### config.mk
export PLATFORM = sky130hd
export DESIGN_NAME = hse_ctrl
export DESIGN_NICKNAME = d
export VERILOG_FILES = /design/src/design/hse_pkg.sv /design/src/design/hse_ctrl.sv
export SDC_FILE = /design/constraint.sdc
export NUM_CORES = 1
export LEC_CHECK = 0
export ABC_AREA = 0
export BUFFER_PORTS_ARGS = -buffer_cell sky130_fd_sc_hd__buf_2
export CAP_MARGIN = 40
export CORE_MARGIN = 2
export CORE_UTILIZATION = 43
export CTS_BUF_LIST = sky130_fd_sc_hd__clkbuf_16
export DETAILED_ROUTE_END_ITERATION = 6
export PLACE_DENSITY = 0.78
export SLEW_MARGIN = 30
export SYNTH_ARGS = -nofsm -noshare
export SYNTH_HDL_FRONTEND = slang
export SYNTH_SLANG_ARGS = --single-unit
export TNS_END_PERCENT = 1
### constraint.sdc
create_clock -name clk -period 1.7 [get_ports clk]
set_input_delay 0.255 -clock clk [delete_from_list [all_inputs] [get_ports clk]]
set_output_delay 0.255 -clock clk [all_outputs]
set_load 0.005 [all_outputs]
### src/design/hse_pkg.sv
package hse_pkg;

  localparam int CMD_W       = 2;
  localparam int PIXEL_W     = 8;
  localparam int PERCENT_W   = 7;
  localparam int DISCARD_W   = 24;
  localparam int N_W         = 24;
  localparam int SUM_W       = 32;
  localparam int SUMSQ_W     = 40;
  localparam int MEAN_W      = 16;
  localparam int VAR_W       = 23;
  localparam int LEVEL_W     = 8;
  localparam int TRIM_W      = 9;

  // Internal arithmetic widths.
  localparam int ACC_W       = 64;
  localparam int MUL_W       = 64;
  localparam int PROD_W      = 128;
  localparam int DVD_W       = 104;
  localparam int DVS_W       = 64;
  localparam int QB_W        = 5;
  localparam int MEAN_QBITS  = 16;
  localparam int VAR_QBITS   = 23;
  localparam int FULL_PERCENT = 100;

  typedef enum logic [CMD_W-1:0] {
    CMD_ADD    = 2'd0,
    CMD_REPORT = 2'd1,
    CMD_CLEAR  = 2'd2
  } cmd_code_t;

  typedef enum logic [3:0] {
    S_CLEAR,
    S_IDLE,
    S_ADD,
    S_PREP,
    S_UP,
    S_DN,
    S_DRAIN,
    S_MEAN,
    S_MUL_A,
    S_MUL_B,
    S_VAR_GO,
    S_VAR,
    S_OUT
  } state_t;

  typedef struct packed {
    logic add_rd;
    logic add_wr;
    logic clr_wr;
    logic n_clear;
    logic addr_init_up;
    logic addr_init_dn;
    logic addr_step;
    logic scan_rd;
    logic rep_init;
    logic rep_prep;
    logic div_start;
    logic div_var;
    logic mean_latch;
    logic mul_start;
    logic mul_b;
    logic nss_latch;
    logic ssq_latch;
    logic var_latch;
    logic out_load;
  } ctrl_cmd_t;

  typedef struct packed {
    logic pix_ok;
    logic addr_last;
    logic pipe_busy;
    logic mul_done;
    logic div_done;
    logic out_free;
  } dp_status_t;

endpackage

### src/design/hse_ctrl.sv
module hse_ctrl (
  input  logic                       clk,
  input  logic                       rst,
  input  logic                       in_valid,
  input  logic [hse_pkg::CMD_W-1:0]  in_cmd,
  output logic                       in_ready,
  output hse_pkg::ctrl_cmd_t         cmd,
  input  hse_pkg::dp_status_t        st
);

  hse_pkg::state_t state;
  hse_pkg::state_t state_next;

  assign in_ready = (state == hse_pkg::S_IDLE);

  always_ff @(posedge clk) begin
    if (rst) begin
      state <= hse_pkg::S_CLEAR;
    end else begin
      state <= state_next;
    end
  end

  always_comb begin
    cmd        = '0;
    state_next = state;
    unique case (state)
      hse_pkg::S_CLEAR: begin
        cmd.clr_wr    = 1'b1;
        cmd.addr_step = 1'b1;
        if (st.addr_last) state_next = hse_pkg::S_IDLE;
      end
      hse_pkg::S_IDLE: begin
        if (in_valid) begin
          unique case (hse_pkg::cmd_code_t'(in_cmd))
            hse_pkg::CMD_ADD: begin
              if (st.pix_ok) begin
                cmd.add_rd = 1'b1;
                state_next = hse_pkg::S_ADD;
              end
            end
            hse_pkg::CMD_REPORT: begin
              cmd.rep_init     = 1'b1;
              cmd.addr_init_up = 1'b1;
              state_next       = hse_pkg::S_PREP;
            end
            hse_pkg::CMD_CLEAR: begin
              cmd.n_clear      = 1'b1;
              cmd.addr_init_up = 1'b1;
              state_next       = hse_pkg::S_CLEAR;
            end
            default: ;
          endcase
        end
      end
      hse_pkg::S_ADD: begin
        cmd.add_wr = 1'b1;
        state_next = hse_pkg::S_IDLE;
      end
      hse_pkg::S_PREP: begin
        cmd.rep_prep = 1'b1;
        state_next   = hse_pkg::S_UP;
      end
      hse_pkg::S_UP: begin
        cmd.scan_rd   = 1'b1;
        cmd.addr_step = 1'b1;
        if (st.addr_last) begin
          cmd.addr_init_dn = 1'b1;
          state_next       = hse_pkg::S_DN;
        end
      end
      hse_pkg::S_DN: begin
        cmd.scan_rd   = 1'b1;
        cmd.addr_step = 1'b1;
        if (st.addr_last) state_next = hse_pkg::S_DRAIN;
      end
      hse_pkg::S_DRAIN: begin
        if (!st.pipe_busy) begin
          cmd.div_start = 1'b1;
          state_next    = hse_pkg::S_MEAN;
        end
      end
      hse_pkg::S_MEAN: begin
        if (st.div_done) begin
          cmd.mean_latch = 1'b1;
          cmd.mul_start  = 1'b1;
          state_next     = hse_pkg::S_MUL_A;
        end
      end
      hse_pkg::S_MUL_A: begin
        if (st.mul_done) begin
          cmd.nss_latch = 1'b1;
          cmd.mul_start = 1'b1;
          cmd.mul_b     = 1'b1;
          state_next    = hse_pkg::S_MUL_B;
        end
      end
      hse_pkg::S_MUL_B: begin
        if (st.mul_done) begin
          cmd.ssq_latch = 1'b1;
          state_next    = hse_pkg::S_VAR_GO;
        end
      end
      hse_pkg::S_VAR_GO: begin
        cmd.div_start = 1'b1;
        cmd.div_var   = 1'b1;
        state_next    = hse_pkg::S_VAR;
      end
      hse_pkg::S_VAR: begin
        if (st.div_done) begin
          cmd.var_latch = 1'b1;
          state_next    = hse_pkg::S_OUT;
        end
      end
      hse_pkg::S_OUT: begin
        if (st.out_free) begin
          cmd.out_load = 1'b1;
          state_next   = hse_pkg::S_IDLE;
        end
      end
      default: state_next = hse_pkg::S_IDLE;
    endcase
  end

  a_load_free: assert property (@(posedge clk) disable iff (rst)
    cmd.out_load |-> st.out_free)
    else $error("result loaded while the output register is occupied");

  a_idle_quiet: assert property (@(posedge clk) disable iff (rst)
    (state == hse_pkg::S_IDLE) |-> !st.pipe_busy)
    else $error("scan pipeline active while idle");

endmodule

# Word level (Yosys, flattened, before mapping)
# Cells that the tools add are included.
classes:
  n_eq_ne: 26
  muxes: 45
  n_reduce_logical: 6
op_table:
  columns: ["operator", "n"]
  rows:
  - ["one-hot mux 4 bit (12 select lines)", 1]
  - ["2-to-1 mux 4 bit", 11]
  - ["2-to-1 mux 1 bit", 25]
  - ["equality test 4 bit, second input constant", 5]
  - ["inequality test 2 bit, second input constant", 10]
  - ["equality test 4 x 3 -> 1 bit, second input constant", 4]
  - ["one-hot mux 4 bit (3 select lines)", 1]
  - ["AND reduction 12 bit", 1]
  - ["equality test 4 x 2 -> 1 bit, second input constant", 2]
  - ["2-to-1 mux 2 bit", 4]
  - ["equality test 4 x 1 -> 1 bit, second input constant", 1]
  - ["zero test 4 bit", 1]
  - ["inequality test 4 x 1 -> 1 bit, second input constant", 1]
  - ["one-hot mux 1 bit (2 select lines)", 2]
  - ["OR reduction 2 bit", 2]
  - ["2-to-1 mux 3 bit", 1]
  - ["inequality test 3 bit, second input constant", 1]
  - ["OR reduction 3 bit", 1]
  - ["equality test 2 x 1 -> 1 bit, second input constant", 1]
  - ["equality test 2 bit, second input constant", 1]
  - ["zero test 2 bit", 1]
totals:
  regBits: 4
  input_bits: 11
  elab_cells: 78

# Depth between registers and ports, before layout
logic_depth:
  word_depth: 5
  depth_mapped: 7
  mapped_depth_nobuf: 7

# Worst setup path before layout
# No wires, ideal clock.
synth_timing:
  path_type: "reg2out"
  from: "reg state[1]"
  to: "out cmd[5] in the netlist's numbering"
  t_arrival_ns: 1.136
  t_required_ns: 1.445
  setup_slack_ns: 0.309
  stages_incl_launch_ff: 6
  cell_sequence: "dfxtp_1 buf_4 clkbuf_1 nor2_1 and3_1 nand2b_1"
synth_lines:
  columns: ["item", "line", "source"]
  rows:
  - ["start, declared", "hse_ctrl.sv:11", "hse_pkg::state_t state;"]
  - ["start signal, assigned", "hse_ctrl.sv:18", "state <= hse_pkg::S_CLEAR;"]
  - ["start signal, assigned", "hse_ctrl.sv:20", "state <= state_next;"]
  - ["end, declared", "hse_ctrl.sv:7", "output hse_pkg::ctrl_cmd_t cmd,"]

==> summary.txt <==
Status
  – Status: complete, no violations

Layout
  – Most common cell after layout, fill and taps aside: buf_2
  – Most frequent cells in the layout: buf_2 (30), nor2_1 (8), and3_1 (8)
  – Top Registers: state (4)
  – Net total in the final layout: 134
  – Biggest register: state
  – Max reg flops: 4
  – Antenna cells: 0
  – Post-Layout Inst Area: 825.8 µm²
  – Area delta synth->final: 43.79%
  – Utilization after layout: 0.6509
  – Layout cell share with drive strength beyond 1: 0.3644

STA
  – Max Transition Viols Final: 0
  – Max Freq: 608.9 MHz
  – Endpoints failing hold: 0
  – Final setup viols: 0
  – Clock period minus worst slack: ~1.6 ns
  – Fin crit share: 0.9661
  – Fin Hold WS: 0.2568 ns
  – Worst Max-Slew Pin Slew: between 0.3 and 0.4 ns
  – Setup ws final: 0.05765 ns
  – RSZ-0062 raised after global routing: yes
  – Clk_skew: between 0.001 and 0.0015 ns
  – Max-Slew Margin vs Limit: 0.7819
  – Setup tns final: 0 ns

Yosys
  – Syn_nets: 101
  – Register area share after synthesis: 0.1394
  – Register bit total from synthesis: 4
  – Distinct cells, synth: 32
  – Fraction of registers with async set/reset: 0
  – Area of the mapped netlist: 574.3 µm²
  – Cell taking the most area after synthesis: dfxtp_1
  – Ys flop type: dfxtp_1
  – Syn Area/Cell: 6.601 µm²
  – Mux share of post-synthesis cell area: 0.01743
  – Post-Synth Adder-Cell Area: 0.06536
  – Synth Area in XOR/XNOR: 0
  – Largest family of logic cells by synthesized area: simple AND/OR/NAND/NOR gates
  – Simple-gate share of the synthesized area: 0.5338
  – Post-synth EDFFs: 0
  – Compound-Gate Fraction of Synth Area: 0.1416
  – Area contributors post-synth: dfxtp_1 (14%), and3_1 (8.7%), ha_1 (6.5%)
  – Synth Instances: 87
  – Synth warn: 0
  – Synth top area share: 0.1394

Floorplanning
  – Die width: 40.55 µm
  – I/O pin count: 31
  – Vert. Die Dim: 40.55 µm
  – Initial Util: 0.4527
  – Core footprint: 1269 µm²
  – Num rows: 13
  – Die area: 1644 µm²

Placed design
  – GPL Wtd Cong: between 0.8 and 0.9
  – DP Worst Slack: 0.1773 ns
  – Placed instance area: 744.5 µm²
  – Detailed-placement wirelength estimate: 1146 µm
  – Port Buf Inserts: 30

Worst setup path
  – Crit Path Class: flip-flop to output pin
  – R2R cell count: 6
  – CP startpoint: state[2]
  – Reg2Reg Launch Point: state[3]
  – CP required: 1.44 ns
  – Type of origin of the critical path: flip-flop
  – Crit path DAT: 1.39 ns
  – Worst-path fanout max: 10
  – Worst Setup End Kind: output pin
  – Reg-to-reg setup timing slack: 0.27 ns
  – RR Endpoint: state[0]

Drt
  – Drt drc: 0
  – Met2 Wirelength: 727 µm
  – Max layer used: met4
  – Vias/cell: roughly 5.4
  – Vias after detailed routing: 719
  – Final wirelength: approximately 1500 µm
  – Metal3 WL: 87 µm
  – Post-route ant nets: 0
  – WL met1: between 600 and 700 µm
  – DRT iter0 DRCs: 12
  – 1st-pass router iterations: 4
  – DR WL/cell: 11.16 µm

Clock network
  – Clock transition at the registers of the reported paths: 0.03 ns
  – CTS Hold Bufs: 0
  – CTS H-Tree Depth: 1
  – CTS tree: built
  – Setup Buffers After CTS: 0
  – Clock Sinks: 4
  – Clk root buf: clkbuf_16
  – Worst-skew pair later-pin latency: 0.22 ns
  – Clock tree buffer depth: 2
  – Num CTS Buffers: 3

Min path
  – Worst hold endpoint: state[2]
  – Class of the tightest hold or removal check: input pin to flip-flop
  – Worst hold path cell count: 2
  – Hold_sp: rst

Power and ir drop
  – Pwr/cell area: 976.5 nW/µm²
  – Leakage: 0.4451 nW
  – VDD IR max: 0.3897 mV

Global routing
  – First-pass GRT wire length: 2228 µm
  – Vias in the first global route: 549
  – Grt ovf: 0
  – Largest net degree at the start of global routing: 20
  – Initial antenna violation count: 0
  – GRT Resource Usage Total: 0.1998

Job
  – Max cap viols: 0
==> critical path: stages (launching register included) <==
cell and delay [ns]:
dfxtp_2 0.36, buf_4 0.17, nor3_4 0.24, and2_0 0.15, and3_1 0.14, buf_2 0.10
==> power breakdown <==
group | internal, mW | switching (mW)
clock network | 0.300 | 0.0665
logic | 0.140 | 0.154
registers | 0.111 | 0.0348
total | 0.551 | 0.255
==> synth_stat cells, drive strengths merged, types with 2 or more instances <==
cell / n
inv: 6
dfxtp: 4
buf: 5
o21ai: 6
nand3: 3
clkbuf: 2
ha: 3
and3: 8
nand2: 6
nor4: 2
a21oi: 4
and4: 2
nor2b: 4
nor2: 8
nor3: 6
nand2b: 7
nand3b: 2
==> worst max path at each step <==
| stage | end | cells after the start |
|---|---|---|
| 6_report | cmd[18] | 5 |
| 4_1_cts | cmd[18] | 5 |
| 3_5_place_dp | state[0] | 4 |
| 3_3_place_gp | state[0] | 5 |
| 5_1_grt | cmd[18] | 5 |
| 2_1_floorplan | cmd[5] | 5 |
==> repair_timing <==
| item | CTS | global route |
|---|---|---|
| resized for setup | 1 | 2 |
| setup endpoints to repair | 1 | 2 |
| pin swaps | 0 | 0 |
==> layer usage <==
layer | global-route usage | up-vias
li1 | - | 367
met1 | 0.2459 | 325
met2 | 0.3532 | 25
met3 | 0.01667 | 2
met4 | 0.07500 | 0
met5 | 0 | -
==> per-stage QoR <==
step                      cells  power, mW
final                       133     0.8064
after global routing        133     0.8517
after CTS                   133     0.8054
after detailed placement    130     0.4352
after global placement      130     0.4294
after floorplan              87     0.3262
==> cells by family (layout without fill, tap and decap cells) <==
logic type	Yosys count	in the layout
muxes	1	1
DFF	4	4
buffers and inverters	13	44
adders and majority gates	3	3
and+or+nand+nor	52	52
AOI/OAI and AO/OA	14	14
==> layout make-up <==
cell class | instances | area, µm²
Timing Repair Buffer | 35 | 191.4
Clock buffer | 3 | 75.07
Fill cell | 111 | 442.9
Tap cell | 15 | 18.77
Sequential cell | 4 | 82.58
Inverter | 6 | 22.52
Multi-Input combinational cell | 70 | 435.4
Power figures use the tool's default switching activity.
